### src/rtl/core/hrp_pkg.sv
// Shared types, codes and match strings for the HTTP request header parser.
// No dependencies; imported by every module of the block.
package hrp_pkg;

  localparam int FQ_DEPTH = 4;
  localparam int FQ_AW    = $clog2(FQ_DEPTH);
  localparam int RQ_DEPTH = 2;
  localparam int RQ_AW    = $clog2(RQ_DEPTH);

  localparam logic [1:0] ST_OK        = 2'd0;
  localparam logic [1:0] ST_BAD       = 2'd1;
  localparam logic [1:0] ST_NOT_ALLOW = 2'd2;
  localparam logic [1:0] ST_TOO_LARGE = 2'd3;

  localparam logic [1:0] MK_GET   = 2'd0;
  localparam logic [1:0] MK_HEAD  = 2'd1;
  localparam logic [1:0] MK_OTHER = 2'd2;
  localparam logic [1:0] MK_NOREQ = 2'd3;

  localparam logic [7:0] CH_LF    = 8'h0a;
  localparam logic [7:0] CH_CR    = 8'h0d;
  localparam logic [7:0] CH_SP    = 8'h20;
  localparam logic [7:0] CH_TAB   = 8'h09;
  localparam logic [7:0] CH_QMARK = 8'h3f;
  localparam logic [7:0] CH_SLASH = 8'h2f;
  localparam logic [7:0] CH_COLON = 8'h3a;
  localparam logic [7:0] CH_G     = 8'h47;
  localparam logic [7:0] CH_H     = 8'h48;

  // classified byte, as queued between front and back
  typedef struct packed {
    logic       op;
    logic [7:0] data;
    logic [7:0] fold;
    logic       lf;
    logic       cr;
    logic       sp;
    logic       ws;
    logic       qmark;
    logic       slash;
    logic       colon;
  } hrp_item_t;

  typedef struct packed {
    logic [1:0]  status;
    logic [1:0]  method_kind;
    logic        is_http11;
    logic        keep_conn;
    logic [10:0] path_length;
    logic        path_is_root;
  } hrp_result_t;

  function automatic logic [7:0] fold_char(input logic [7:0] c);
    if (c >= 8'h41 && c <= 8'h5a) return c | 8'h20;
    return c;
  endfunction

  // match strings, already lower case where compared folded
  function automatic logic [7:0] conn_char(input logic [3:0] i);
    case (i)
      4'd0: return "c";
      4'd1: return "o";
      4'd2: return "n";
      4'd3: return "n";
      4'd4: return "e";
      4'd5: return "c";
      4'd6: return "t";
      4'd7: return "i";
      4'd8: return "o";
      4'd9: return "n";
      default: return 8'h00;
    endcase
  endfunction

  function automatic logic [7:0] keep_char(input logic [3:0] i);
    case (i)
      4'd0: return "k";
      4'd1: return "e";
      4'd2: return "e";
      4'd3: return "p";
      4'd4: return "-";
      4'd5: return "a";
      4'd6: return "l";
      4'd7: return "i";
      4'd8: return "v";
      4'd9: return "e";
      default: return 8'h00;
    endcase
  endfunction

  function automatic logic [7:0] close_char(input logic [3:0] i);
    case (i)
      4'd0: return "c";
      4'd1: return "l";
      4'd2: return "o";
      4'd3: return "s";
      4'd4: return "e";
      default: return 8'h00;
    endcase
  endfunction

  function automatic logic [7:0] ver_char(input logic [3:0] i);
    case (i)
      4'd0: return "h";
      4'd1: return "t";
      4'd2: return "t";
      4'd3: return "p";
      4'd4: return "/";
      4'd5: return "1";
      4'd6: return ".";
      4'd7: return "1";
      default: return 8'h00;
    endcase
  endfunction

  function automatic logic [7:0] get_char(input logic [3:0] i);
    case (i)
      4'd0: return "G";
      4'd1: return "E";
      4'd2: return "T";
      default: return 8'h00;
    endcase
  endfunction

  function automatic logic [7:0] head_char(input logic [3:0] i);
    case (i)
      4'd0: return "H";
      4'd1: return "E";
      4'd2: return "A";
      4'd3: return "D";
      default: return 8'h00;
    endcase
  endfunction

endpackage

### src/rtl/core/hrp_front.sv
// Front end: accepts input items, classifies each byte and queues it.
// Depends on hrp_pkg.
module hrp_front import hrp_pkg::*; (
  input  logic      clk,
  input  logic      rst_n,
  input  logic      push,
  output logic      full,
  input  logic      in_op,
  input  logic [7:0] in_data_byte,
  output logic      item_valid,
  output hrp_item_t item,
  input  logic      item_take
);

  hrp_item_t        q_mem [FQ_DEPTH];
  logic [FQ_AW-1:0] wr_ptr_r, wr_ptr_nxt;
  logic [FQ_AW-1:0] rd_ptr_r, rd_ptr_nxt;
  logic [FQ_AW:0]   count_r, count_nxt;
  logic             wr_en;
  logic             rd_en;
  hrp_item_t        cls;

  always_comb begin
    cls.op    = in_op;
    cls.data  = in_data_byte;
    cls.fold  = fold_char(in_data_byte);
    cls.lf    = (in_data_byte == CH_LF);
    cls.cr    = (in_data_byte == CH_CR);
    cls.sp    = (in_data_byte == CH_SP);
    cls.ws    = (in_data_byte == CH_SP) || (in_data_byte == CH_TAB);
    cls.qmark = (in_data_byte == CH_QMARK);
    cls.slash = (in_data_byte == CH_SLASH);
    cls.colon = (in_data_byte == CH_COLON);
  end

  assign full       = (count_r == (FQ_AW+1)'(FQ_DEPTH));
  assign item_valid = (count_r != '0);
  assign item       = q_mem[rd_ptr_r];
  assign wr_en      = push && !full;
  assign rd_en      = item_take && item_valid;

  always_comb begin
    wr_ptr_nxt = wr_en ? wr_ptr_r + 1'b1 : wr_ptr_r;
    rd_ptr_nxt = rd_en ? rd_ptr_r + 1'b1 : rd_ptr_r;
    count_nxt  = count_r;
    if (wr_en && !rd_en) count_nxt = count_r + 1'b1;
    else if (!wr_en && rd_en) count_nxt = count_r - 1'b1;
  end

  always_ff @(posedge clk) begin
    if (!rst_n) begin
      wr_ptr_r <= '0;
      rd_ptr_r <= '0;
      count_r  <= '0;
    end else begin
      wr_ptr_r <= wr_ptr_nxt;
      rd_ptr_r <= rd_ptr_nxt;
      count_r  <= count_nxt;
    end
  end

  always_ff @(posedge clk) begin
    if (wr_en) q_mem[wr_ptr_r] <= cls;
  end

endmodule

### src/rtl/core/hrp_parser.sv
// Back end: per-byte request line and header parser, connection state and
// the request limit register. Depends on hrp_pkg.
module hrp_parser import hrp_pkg::*; #(
  parameter int HEADER_BUF_MAX = 2048
) (
  input  logic        clk,
  input  logic        rst_n,
  input  logic        cfg_we,
  input  logic [15:0] cfg_wdata,
  input  logic        item_valid,
  input  hrp_item_t   item,
  output logic        item_take,
  input  logic        rq_full,
  output logic        res_push,
  output hrp_result_t res
);

  localparam int FILL_W = $clog2(HEADER_BUF_MAX);
  localparam logic [FILL_W-1:0] FILL_LIMIT = FILL_W'(HEADER_BUF_MAX - 2);

  localparam logic [2:0] PH_METHOD  = 3'd0;
  localparam logic [2:0] PH_PATH    = 3'd1;
  localparam logic [2:0] PH_VERSION = 3'd2;
  localparam logic [2:0] PH_NAME    = 3'd3;
  localparam logic [2:0] PH_SKIP    = 3'd4;
  localparam logic [2:0] PH_VALUE   = 3'd5;
  localparam logic [2:0] PH_VEND    = 3'd6;
  localparam logic [2:0] PH_DONE    = 3'd7;

  logic [15:0]       max_req_r, max_req_nxt;
  logic [15:0]       req_cnt_r, req_cnt_nxt;
  logic              closed_r, closed_nxt;
  logic [FILL_W-1:0] fill_r, fill_nxt;
  logic [2:0]        phase_r, phase_nxt;
  logic [3:0]        mpos_r, mpos_nxt;
  logic [1:0]        mcode_r, mcode_nxt;
  logic              ver_ok_r, ver_ok_nxt;
  logic [11:0]       path_r, path_nxt;
  logic              root_r, root_nxt;
  logic              query_r, query_nxt;
  logic              hdr_r, hdr_nxt;
  logic              close_m_r, close_m_nxt;
  logic              keep_m_r, keep_m_nxt;
  logic [3:0]        vlen_r, vlen_nxt;
  logic [3:0]        line_r, line_nxt;
  logic [2:0]        rec_lf_r, rec_lf_nxt;
  logic [2:0]        rec_cr_r, rec_cr_nxt;

  logic              do_value;
  logic              do_clear;
  logic              term;
  logic              ka;

  assign item_take = item_valid && !rq_full;

  always_comb begin
    max_req_nxt = cfg_we ? cfg_wdata : max_req_r;
    req_cnt_nxt = req_cnt_r;
    closed_nxt  = closed_r;
    fill_nxt    = fill_r;
    phase_nxt   = phase_r;
    mpos_nxt    = mpos_r;
    mcode_nxt   = mcode_r;
    ver_ok_nxt  = ver_ok_r;
    path_nxt    = path_r;
    root_nxt    = root_r;
    query_nxt   = query_r;
    hdr_nxt     = hdr_r;
    close_m_nxt = close_m_r;
    keep_m_nxt  = keep_m_r;
    vlen_nxt    = vlen_r;
    line_nxt    = line_r;
    rec_lf_nxt  = rec_lf_r;
    rec_cr_nxt  = rec_cr_r;
    do_value    = 1'b0;
    do_clear    = 1'b0;
    term        = 1'b0;
    ka          = 1'b0;
    res_push    = 1'b0;
    res         = '0;

    if (item_take) begin
      if (item.op) begin
        do_clear    = 1'b1;
        req_cnt_nxt = '0;
        closed_nxt  = 1'b0;
      end else if (!closed_r) begin
        case (phase_r)
          PH_METHOD: begin
            if (item.lf) begin
              mcode_nxt = MK_NOREQ;
              phase_nxt = PH_NAME;
              line_nxt  = '0;
              mpos_nxt  = '0;
            end else if (item.sp) begin
              if (mcode_r == MK_GET && mpos_r != 4'd3) mcode_nxt = MK_OTHER;
              if (mcode_r == MK_HEAD && mpos_r != 4'd4) mcode_nxt = MK_OTHER;
              phase_nxt = PH_PATH;
              mpos_nxt  = '0;
            end else begin
              if (mpos_r == '0) begin
                mcode_nxt = (item.data == CH_G) ? MK_GET :
                            (item.data == CH_H) ? MK_HEAD : MK_OTHER;
              end else if (mcode_r == MK_GET) begin
                if (mpos_r >= 4'd3 || item.data != get_char(mpos_r)) mcode_nxt = MK_OTHER;
              end else if (mcode_r == MK_HEAD) begin
                if (mpos_r >= 4'd4 || item.data != head_char(mpos_r)) mcode_nxt = MK_OTHER;
              end
              if (mpos_r != 4'd15) mpos_nxt = mpos_r + 4'd1;
            end
          end
          PH_PATH: begin
            if (item.lf) begin
              // CR of a CR LF line end is not path
              if (rec_cr_r[0] && !query_r && path_r != '0) path_nxt = path_r - 12'd1;
              phase_nxt = PH_NAME;
              line_nxt  = '0;
              mpos_nxt  = '0;
            end else if (item.sp) begin
              phase_nxt = PH_VERSION;
              mpos_nxt  = '0;
            end else if (!query_r) begin
              if (item.qmark) begin
                query_nxt = 1'b1;
              end else begin
                if (path_r == '0) root_nxt = item.slash;
                if (path_r != 12'hfff) path_nxt = path_r + 12'd1;
              end
            end
          end
          PH_VERSION: begin
            if (item.lf) begin
              phase_nxt = PH_NAME;
              line_nxt  = '0;
              mpos_nxt  = '0;
            end else if (mpos_r < 4'd8) begin
              if (item.fold == ver_char(mpos_r)) begin
                mpos_nxt = mpos_r + 4'd1;
                if (mpos_r == 4'd7) ver_ok_nxt = 1'b1;
              end else begin
                mpos_nxt = 4'd15;
              end
            end
          end
          PH_NAME: begin
            if (item.lf) begin
              if (line_r == '0 || (line_r == 4'd1 && rec_cr_r[0])) begin
                phase_nxt = PH_DONE;
              end else begin
                line_nxt = '0;
                mpos_nxt = '0;
              end
            end else begin
              if (line_r < 4'd10) begin
                if (mpos_r == line_r && item.fold == conn_char(line_r))
                  mpos_nxt = mpos_r + 4'd1;
              end else if (line_r == 4'd10) begin
                if (mpos_r == 4'd10 && item.colon) mpos_nxt = 4'd11;
              end else if (line_r == 4'd11 && mpos_r == 4'd11) begin
                hdr_nxt     = 1'b1;
                close_m_nxt = 1'b1;
                keep_m_nxt  = 1'b1;
                vlen_nxt    = '0;
                phase_nxt   = PH_SKIP;
                do_value    = 1'b1;
              end
              if (line_r != 4'd15) line_nxt = line_r + 4'd1;
            end
          end
          PH_SKIP, PH_VALUE, PH_VEND: begin
            if (item.lf) begin
              if (vlen_r < 4'd10) keep_m_nxt = 1'b0;
              phase_nxt = PH_DONE;
            end else begin
              do_value = 1'b1;
            end
          end
          default: begin
          end
        endcase

        if (do_value) begin
          if (phase_nxt == PH_SKIP && !item.ws) phase_nxt = PH_VALUE;
          if (phase_nxt == PH_VALUE) begin
            if (item.cr) begin
              if (vlen_nxt < 4'd10) keep_m_nxt = 1'b0;
              phase_nxt = PH_VEND;
            end else begin
              if (vlen_nxt < 4'd5 && item.fold != close_char(vlen_nxt)) close_m_nxt = 1'b0;
              if (vlen_nxt < 4'd10 && item.fold != keep_char(vlen_nxt)) keep_m_nxt = 1'b0;
              if (vlen_nxt != 4'd15) vlen_nxt = vlen_nxt + 4'd1;
            end
          end
        end

        // LF LF or CR LF CR LF
        term = item.lf && (rec_lf_r[0] || (rec_cr_r[0] && rec_lf_r[1] && rec_cr_r[2]));
        rec_lf_nxt = {rec_lf_r[1:0], item.lf};
        rec_cr_nxt = {rec_cr_r[1:0], item.cr};
        fill_nxt   = fill_r + 1'b1;

        if (term) begin
          if (mcode_nxt == MK_NOREQ) begin
            res.status = ST_BAD;
            ka         = 1'b0;
          end else begin
            ka = ver_ok_nxt ? !(hdr_nxt && close_m_nxt) : (hdr_nxt && keep_m_nxt);
            if (({1'b0, req_cnt_r} + 17'd1) >= {1'b0, max_req_r}) ka = 1'b0;
            res.is_http11 = ver_ok_nxt;
            if (mcode_nxt == MK_OTHER) begin
              res.status      = ST_NOT_ALLOW;
              res.method_kind = MK_OTHER;
            end else begin
              res.status       = ST_OK;
              res.method_kind  = mcode_nxt;
              res.path_length  = (path_nxt > 12'd2047) ? 11'd2047 : path_nxt[10:0];
              res.path_is_root = root_nxt && !query_nxt && (path_nxt == 12'd1);
            end
          end
          res.keep_conn = ka;
          res_push      = 1'b1;
          if (req_cnt_r != 16'hffff) req_cnt_nxt = req_cnt_r + 16'd1;
          if (!ka) closed_nxt = 1'b1;
          do_clear = 1'b1;
        end else if (fill_r == FILL_LIMIT) begin
          res.status = ST_TOO_LARGE;
          res_push   = 1'b1;
          closed_nxt = 1'b1;
          do_clear   = 1'b1;
        end
      end
    end

    if (do_clear) begin
      fill_nxt    = '0;
      phase_nxt   = PH_METHOD;
      mpos_nxt    = '0;
      mcode_nxt   = MK_GET;
      ver_ok_nxt  = 1'b0;
      path_nxt    = '0;
      root_nxt    = 1'b0;
      query_nxt   = 1'b0;
      hdr_nxt     = 1'b0;
      close_m_nxt = 1'b0;
      keep_m_nxt  = 1'b0;
      vlen_nxt    = '0;
      line_nxt    = '0;
      rec_lf_nxt  = '0;
      rec_cr_nxt  = '0;
    end
  end

  always_ff @(posedge clk) begin
    if (!rst_n) begin
      max_req_r <= 16'd100;
      req_cnt_r <= '0;
      closed_r  <= 1'b0;
      fill_r    <= '0;
      phase_r   <= PH_METHOD;
      mpos_r    <= '0;
      mcode_r   <= MK_GET;
      ver_ok_r  <= 1'b0;
      path_r    <= '0;
      root_r    <= 1'b0;
      query_r   <= 1'b0;
      hdr_r     <= 1'b0;
      close_m_r <= 1'b0;
      keep_m_r  <= 1'b0;
      vlen_r    <= '0;
      line_r    <= '0;
      rec_lf_r  <= '0;
      rec_cr_r  <= '0;
    end else begin
      max_req_r <= max_req_nxt;
      req_cnt_r <= req_cnt_nxt;
      closed_r  <= closed_nxt;
      fill_r    <= fill_nxt;
      phase_r   <= phase_nxt;
      mpos_r    <= mpos_nxt;
      mcode_r   <= mcode_nxt;
      ver_ok_r  <= ver_ok_nxt;
      path_r    <= path_nxt;
      root_r    <= root_nxt;
      query_r   <= query_nxt;
      hdr_r     <= hdr_nxt;
      close_m_r <= close_m_nxt;
      keep_m_r  <= keep_m_nxt;
      vlen_r    <= vlen_nxt;
      line_r    <= line_nxt;
      rec_lf_r  <= rec_lf_nxt;
      rec_cr_r  <= rec_cr_nxt;
    end
  end

endmodule

### src/rtl/core/hrp_rslt_q.sv
// Result queue: holds finished result items until the receiver pops them.
// Depends on hrp_pkg.
module hrp_rslt_q import hrp_pkg::*; (
  input  logic        clk,
  input  logic        rst_n,
  input  logic        res_push,
  input  hrp_result_t res,
  output logic        rq_full,
  output logic        empty,
  input  logic        pop,
  output hrp_result_t head
);

  hrp_result_t      q_mem [RQ_DEPTH];
  logic [RQ_AW-1:0] wr_ptr_r, wr_ptr_nxt;
  logic [RQ_AW-1:0] rd_ptr_r, rd_ptr_nxt;
  logic [RQ_AW:0]   count_r, count_nxt;
  logic             wr_en;
  logic             rd_en;

  assign rq_full = (count_r == (RQ_AW+1)'(RQ_DEPTH));
  assign empty   = (count_r == '0);
  assign head    = q_mem[rd_ptr_r];
  assign wr_en   = res_push && !rq_full;
  assign rd_en   = pop && !empty;

  always_comb begin
    wr_ptr_nxt = wr_en ? wr_ptr_r + 1'b1 : wr_ptr_r;
    rd_ptr_nxt = rd_en ? rd_ptr_r + 1'b1 : rd_ptr_r;
    count_nxt  = count_r;
    if (wr_en && !rd_en) count_nxt = count_r + 1'b1;
    else if (!wr_en && rd_en) count_nxt = count_r - 1'b1;
  end

  always_ff @(posedge clk) begin
    if (!rst_n) begin
      wr_ptr_r <= '0;
      rd_ptr_r <= '0;
      count_r  <= '0;
    end else begin
      wr_ptr_r <= wr_ptr_nxt;
      rd_ptr_r <= rd_ptr_nxt;
      count_r  <= count_nxt;
    end
  end

  always_ff @(posedge clk) begin
    if (wr_en) q_mem[wr_ptr_r] <= res;
  end

endmodule

### src/rtl/core/http_request_header_parser_top.sv
// HTTP/1.1 request header parser, top level.
// Instantiates hrp_front, hrp_parser and hrp_rslt_q; depends on hrp_pkg.
//
// Usage:
//   Input queue: drive in_op/in_data_byte and raise push; the item is taken
//   at an edge where full is low. op 0 is a request byte, op 1 starts a new
//   connection (clears parser and request count, gives no result).
//   Result queue: while empty is low the oldest result is on out_*; raise
//   pop to take it. A result comes at a header terminator or when the byte
//   limit (HEADER_BUF_MAX-1 bytes without terminator) is reached.
//   Config: cfg_we/cfg_wdata write the request limit (reset 100) at once.
// Timing:
//   One byte per cycle sustained while the result queue has room. A byte is
//   written to a 4-entry queue and handled by the parser while at its head;
//   its result is registered into the result queue and then shows on out_*.
//   The parser takes one byte per cycle while the 2-entry result queue has
//   room; if the receiver stalls, that queue fills, then the input queue
//   fills and full rises.
// Reset: synchronous rst_n clears both queues and the parser state.
module http_request_header_parser_top import hrp_pkg::*; #(
  parameter int HEADER_BUF_MAX = 2048
) (
  input  logic        clk,
  input  logic        rst_n,
  input  logic        push,
  output logic        full,
  input  logic        in_op,
  input  logic [7:0]  in_data_byte,
  output logic        empty,
  input  logic        pop,
  output logic [1:0]  out_status,
  output logic [1:0]  out_method_kind,
  output logic        out_is_http11,
  output logic        out_keep_alive,
  output logic [10:0] out_path_length,
  output logic        out_path_is_root,
  input  logic        cfg_we,
  input  logic [15:0] cfg_wdata
);

  logic        item_valid;
  hrp_item_t   item;
  logic        item_take;
  logic        rq_full;
  logic        res_push;
  hrp_result_t res;
  hrp_result_t head;

  hrp_front u_front (
    .clk          (clk),
    .rst_n        (rst_n),
    .push         (push),
    .full         (full),
    .in_op        (in_op),
    .in_data_byte (in_data_byte),
    .item_valid   (item_valid),
    .item         (item),
    .item_take    (item_take)
  );

  hrp_parser #(
    .HEADER_BUF_MAX (HEADER_BUF_MAX)
  ) u_parser (
    .clk        (clk),
    .rst_n      (rst_n),
    .cfg_we     (cfg_we),
    .cfg_wdata  (cfg_wdata),
    .item_valid (item_valid),
    .item       (item),
    .item_take  (item_take),
    .rq_full    (rq_full),
    .res_push   (res_push),
    .res        (res)
  );

  hrp_rslt_q u_rslt_q (
    .clk      (clk),
    .rst_n    (rst_n),
    .res_push (res_push),
    .res      (res),
    .rq_full  (rq_full),
    .empty    (empty),
    .pop      (pop),
    .head     (head)
  );

  assign out_status       = head.status;
  assign out_method_kind  = head.method_kind;
  assign out_is_http11    = head.is_http11;
  assign out_keep_alive   = head.keep_conn;
  assign out_path_length  = head.path_length;
  assign out_path_is_root = head.path_is_root;

  a_too_large_fields: assert property (@(posedge clk) disable iff (!rst_n)
    (!empty && out_status == ST_TOO_LARGE) |->
      (!out_keep_alive && out_path_length == 11'd0 && out_method_kind == MK_GET))
    else $error("too-large result carries request fields");

  a_root_len: assert property (@(posedge clk) disable iff (!rst_n)
    (!empty && out_path_is_root) |-> (out_path_length == 11'd1 && out_status == ST_OK))
    else $error("root path flag without single-byte path");

  a_not_allowed_kind: assert property (@(posedge clk) disable iff (!rst_n)
    (!empty && out_status == ST_NOT_ALLOW) |->
      (out_method_kind == MK_OTHER && out_path_length == 11'd0))
    else $error("method-not-allowed result with wrong kind or path");

  a_reset_clears: assert property (@(posedge clk)
    !rst_n |=> (!full && empty))
    else $error("queues not empty after reset");

endmodule
### config.mk
export PLATFORM = sky130hd
export DESIGN_NAME = http_request_header_parser_top
export DESIGN_NICKNAME = d
export VERILOG_FILES = /design/src/rtl/core/hrp_pkg.sv /design/src/rtl/core/hrp_front.sv /design/src/rtl/core/hrp_parser.sv /design/src/rtl/core/hrp_rslt_q.sv /design/src/rtl/core/http_request_header_parser_top.sv
export SDC_FILE = /design/constraint.sdc
export NUM_CORES = 1
export LEC_CHECK = 0
export BUFFER_PORTS_ARGS = -buffer_cell sky130_fd_sc_hd__buf_2
export CORE_MARGIN = 2
export CORE_UTILIZATION = 50
export DETAILED_ROUTE_END_ITERATION = 8
export PLACE_DENSITY_LB_ADDON = 0.1
export SYNTH_ARGS = -nofsm -noshare
export SYNTH_HDL_FRONTEND = slang
export SYNTH_SLANG_ARGS = --single-unit
### constraint.sdc
create_clock -name clk -period 4.9 [get_ports clk]
set_input_delay 0.245 -clock clk [delete_from_list [all_inputs] [get_ports clk]]
set_output_delay 0.245 -clock clk [all_outputs]
set_load 0.01 [all_outputs]
==> summary.txt <==
Status
  • Outcome: complete, no violations

Floorplanning
  • Die X: 159 um
  • Die ar.: 25,300 um2
  • Ports: 50
  • Num rows: 56
  • Die Span Y: 159 um
  • Core ar.: 23,500 um2
  • Initial Util: 51.0%

Placed design
  • Number of port buffers: 49
  • RD Place Congestion: 0.884
  • DP Area: 12,500 um2
  • Placed cell count: 1,553
  • DPL Wire Length: 19.2 mm

Worst hold path
  • Hold EP: u_parser.max_req_r[15]$_SDFFE_PN0P_
  • Hold Crit Depth: 3
  • Hold path start: cfg_wdata[15]
  • HP Class: in -> reg

Worst setup path
  • Data arrival, critical path: 4.69 ns
  • R2R setup slack: 0.60 ns
  • Worst reg2reg path depth: 12
  • Crit. End Element: register
  • Reg2reg start: u_parser.line_r[1]$_SDFFE_PP0P_
  • WP data required: 5.28 ns
  • Crit path kind: reg -> reg
  • Crit path launch type: register
  • FF-to-FF End: u_rslt_q.q_mem[1][12]$_DFFE_PP_
  • CP max FO: 19

Route
  • Post-DRT Antenna Nets: 0
  • Wirelength, routed: 27.9 mm
  • DRC: 0
  • DRT Pass-1 Iters: 7
  • Drt initial violations: 652
  • Drt wl/cell: 17.3 um
  • Routed vias/inst: 5.77
  • Via count: 9,322

Final layout
  • Number of antenna repair diodes: 0
  • Nets: 1,352
  • Final instance area: 13,500 um2
  • Area grow syn2layout: 12.2%
  • Final non-filler cell total: 1,616
  • Layout cells sized above 1: 13.3%

Timing
  • Unrepaired setup endpoints after global routing: false
  • Final hold vios: 0
  • Total negative setup slack: 0 ns
  • Final Cycle Share: 87.8%
  • Min cycle time layout: 4.30 ns
  • Worst hold slack: 0.0184 ns
  • Slew Limit Fails: 0
  • Final setup vio count: 0
  • Fmax: 0.232 GHz
  • Clock skew: 0.00715 ns
  • Worst Tran Pin Value: 1.10 ns
  • Worst slew margin: 26.4%

CTS
  • H-Tree Depth: 1
  • Clock sink count: 214
  • Post-CTS sizing: 0
  • Clock Latency Late Sink: 0.52 ns
  • Postcts setup bufs: 0
  • CTS Buffer Depth: 3
  • Clk root buf: clkbuf_16
  • CTS tree: yes
  • Hold buffer count at CTS: 17
  • Clock slew at reported path FFs: 0.06 ns
  • Number of buffers created by CTS: 25

Power and ir drop
  • Pwr Total: 6.68 mW
  • Leakage: 4.94 nW
  • Peak supply drop: 0.288 mV
  • PD cells: 496 nW/um2

Synth
  • Post-synthesis mux area share: 8.13%
  • FFs w/ async S/R, synth: 0%
  • Xor and xnor area share after synthesis: 3.65%
  • Synth Instances: 1,241
  • Syn_nets: 1,315
  • Yosys cell types: 78
  • Largest family of logic cells by synthesized area: simple AND/OR/NAND/NOR gates
  • Flops & latches, synth: 214
  • Post-synthesis adder-cell area fraction: 4.65%
  • Synthesis warning total: 0
  • Most used DFF post-synth: dfxtp_1
  • Post-Synth Simple-Gate Area: 20.5%
  • Ranking of synthesized cells by area: edfxtp_1 (26%), dfxtp_1 (18%), ha_1 (4.5%)
  • Mapped Area: 12,000 um2
  • Sequential share of the synthesized area: 44.4%
  • Post-Syn Area per Cell: 9.67 um2
  • Post-synthesis compound-gate area fraction: 14.5%
  • Share of the synthesized area in the top cell type: 26.0%
  • Cell taking the most area after synthesis: edfxtp_1
  • Number of enable flip-flop cells after synthesis: 104

Global route
  • Largest net degree at the start of global routing: 48
  • Remaining global-route overflow: 0
  • Gr usage total: 21.8%
  • Initial antenna violation count: 0
  • First-pass GRT wire length: 45.6 mm
  • Vias in the first global route: 8,772

Run
  • Max Cap Violations: 0
-- through the flow --
| step | util, % | worst slack (ns) |
|---|---|---|
| floorplan | - | 0.893 |
| global placement | 53.1 | 0.718 |
| detailed placement | 53.1 | 0.665 |
| CTS | 57.2 | 0.621 |
| global route | 57.2 | 0.403 |
| finish | 57.2 | 0.597 |
-- flip-flops by register name (all words and copies together), names as in the netlist, 11 cells and up, named ones only --
signal,count
u_front.q_mem,68
u_parser.path_r,12
u_parser.fill_r,11
u_rslt_q.q_mem,36
u_parser.max_req_r,16
u_parser.req_cnt_r,16
-- cells in the mapped netlist, drive strengths merged (17+ instances only) --
cell	number
a211oi	18
a21oi	74
and2	21
clkbuf	57
dfxtp	110
edfxtp	104
ha	43
inv	53
mux2	31
mux2i	24
mux4	17
nand2	83
nand3	36
nand4	25
nor2	116
nor2b	40
nor3	30
o21ai	60
or3	19
xnor2	27
xor2	23
-- worst max-delay path: stages (launching register included) --
cell      delay [ns]
dfxtp_1         0.53
ha_1            0.32
or4bb_1         0.56
or4_4           0.65
nand2_1         0.19
ha_1            0.38
o21ai_0         0.13
a21oi_1         0.18
xor2_1          0.17
nand4_1         0.11
or4_4           0.57
o21ai_2         0.15
and4bb_1        0.22
-- cells by family after synthesis --
group,after synthesis
xor+xnor,50
compound gates,269
mux,72
simple gates,466
flops,214
fa+ha+maj,44
buf+inv,126
-- metal layers --
layer  part of all wire (%)  vias up  global-route usage (%)
li1                       -     4632                       -
met1                     47     4441                    30.4
met2                     47      208                    35.9
met3                    4.0       41                    2.51
met4                    2.7        0                    6.49
met5                      0        -                       0
-- final cells by class --
class	instances	area, um2
Inverter	53	199
Clock buffer	34	689
Multi-Input combinational cell	901	6200
Timing Repair Buffer	83	543
Tap cell	319	399
Fill cell	2131	10100
Clock inverter	12	109
Sequential cell	214	5330
-- power breakdown --
group | switching [mW] | leakage (nW) | internal [mW]
combinational | 1.59 | 2.70 | 0.988
clock | 0.717 | 0.395 | 1.09
sequential | 0.226 | 1.85 | 2.07
-- worst max path at each step --
stage	slack (ns)	to	startpoint	cells after the start
floorplan	0.89	u_rslt_q.q_mem[0][12]$_DFFE_PP_	u_parser.line_r[0]$_SDFFE_PP0P_	15
finish	0.60	u_rslt_q.q_mem[1][12]$_DFFE_PP_	u_parser.line_r[1]$_SDFFE_PP0P_	12
global route	0.40	u_rslt_q.q_mem[1][12]$_DFFE_PP_	u_parser.line_r[1]$_SDFFE_PP0P_	12
detailed placement	0.66	u_rslt_q.q_mem[0][12]$_DFFE_PP_	u_parser.line_r[1]$_SDFFE_PP0P_	12
global placement	0.72	u_rslt_q.q_mem[0][12]$_DFFE_PP_	u_parser.line_r[1]$_SDFFE_PP0P_	12
CTS	0.62	u_rslt_q.q_mem[1][12]$_DFFE_PP_	u_parser.line_r[1]$_SDFFE_PP0P_	12
-- cell usage in the layout (no fill, tap or decap), drive strengths merged, types with 21 or more instances in the layout --
master / count
nand3: 36
xor2: 23
nand4: 25
mux2i: 24
buf: 66
a21oi: 74
ha: 43
edfxtp: 104
xnor2: 27
and2: 21
nor2: 116
dfxtp: 110
o21ai: 60
nor3: 30
nor2b: 40
clkbuf: 34
nand2: 83
mux2: 31
inv: 54
Note: power is estimated with default switching activity, not from simulation.
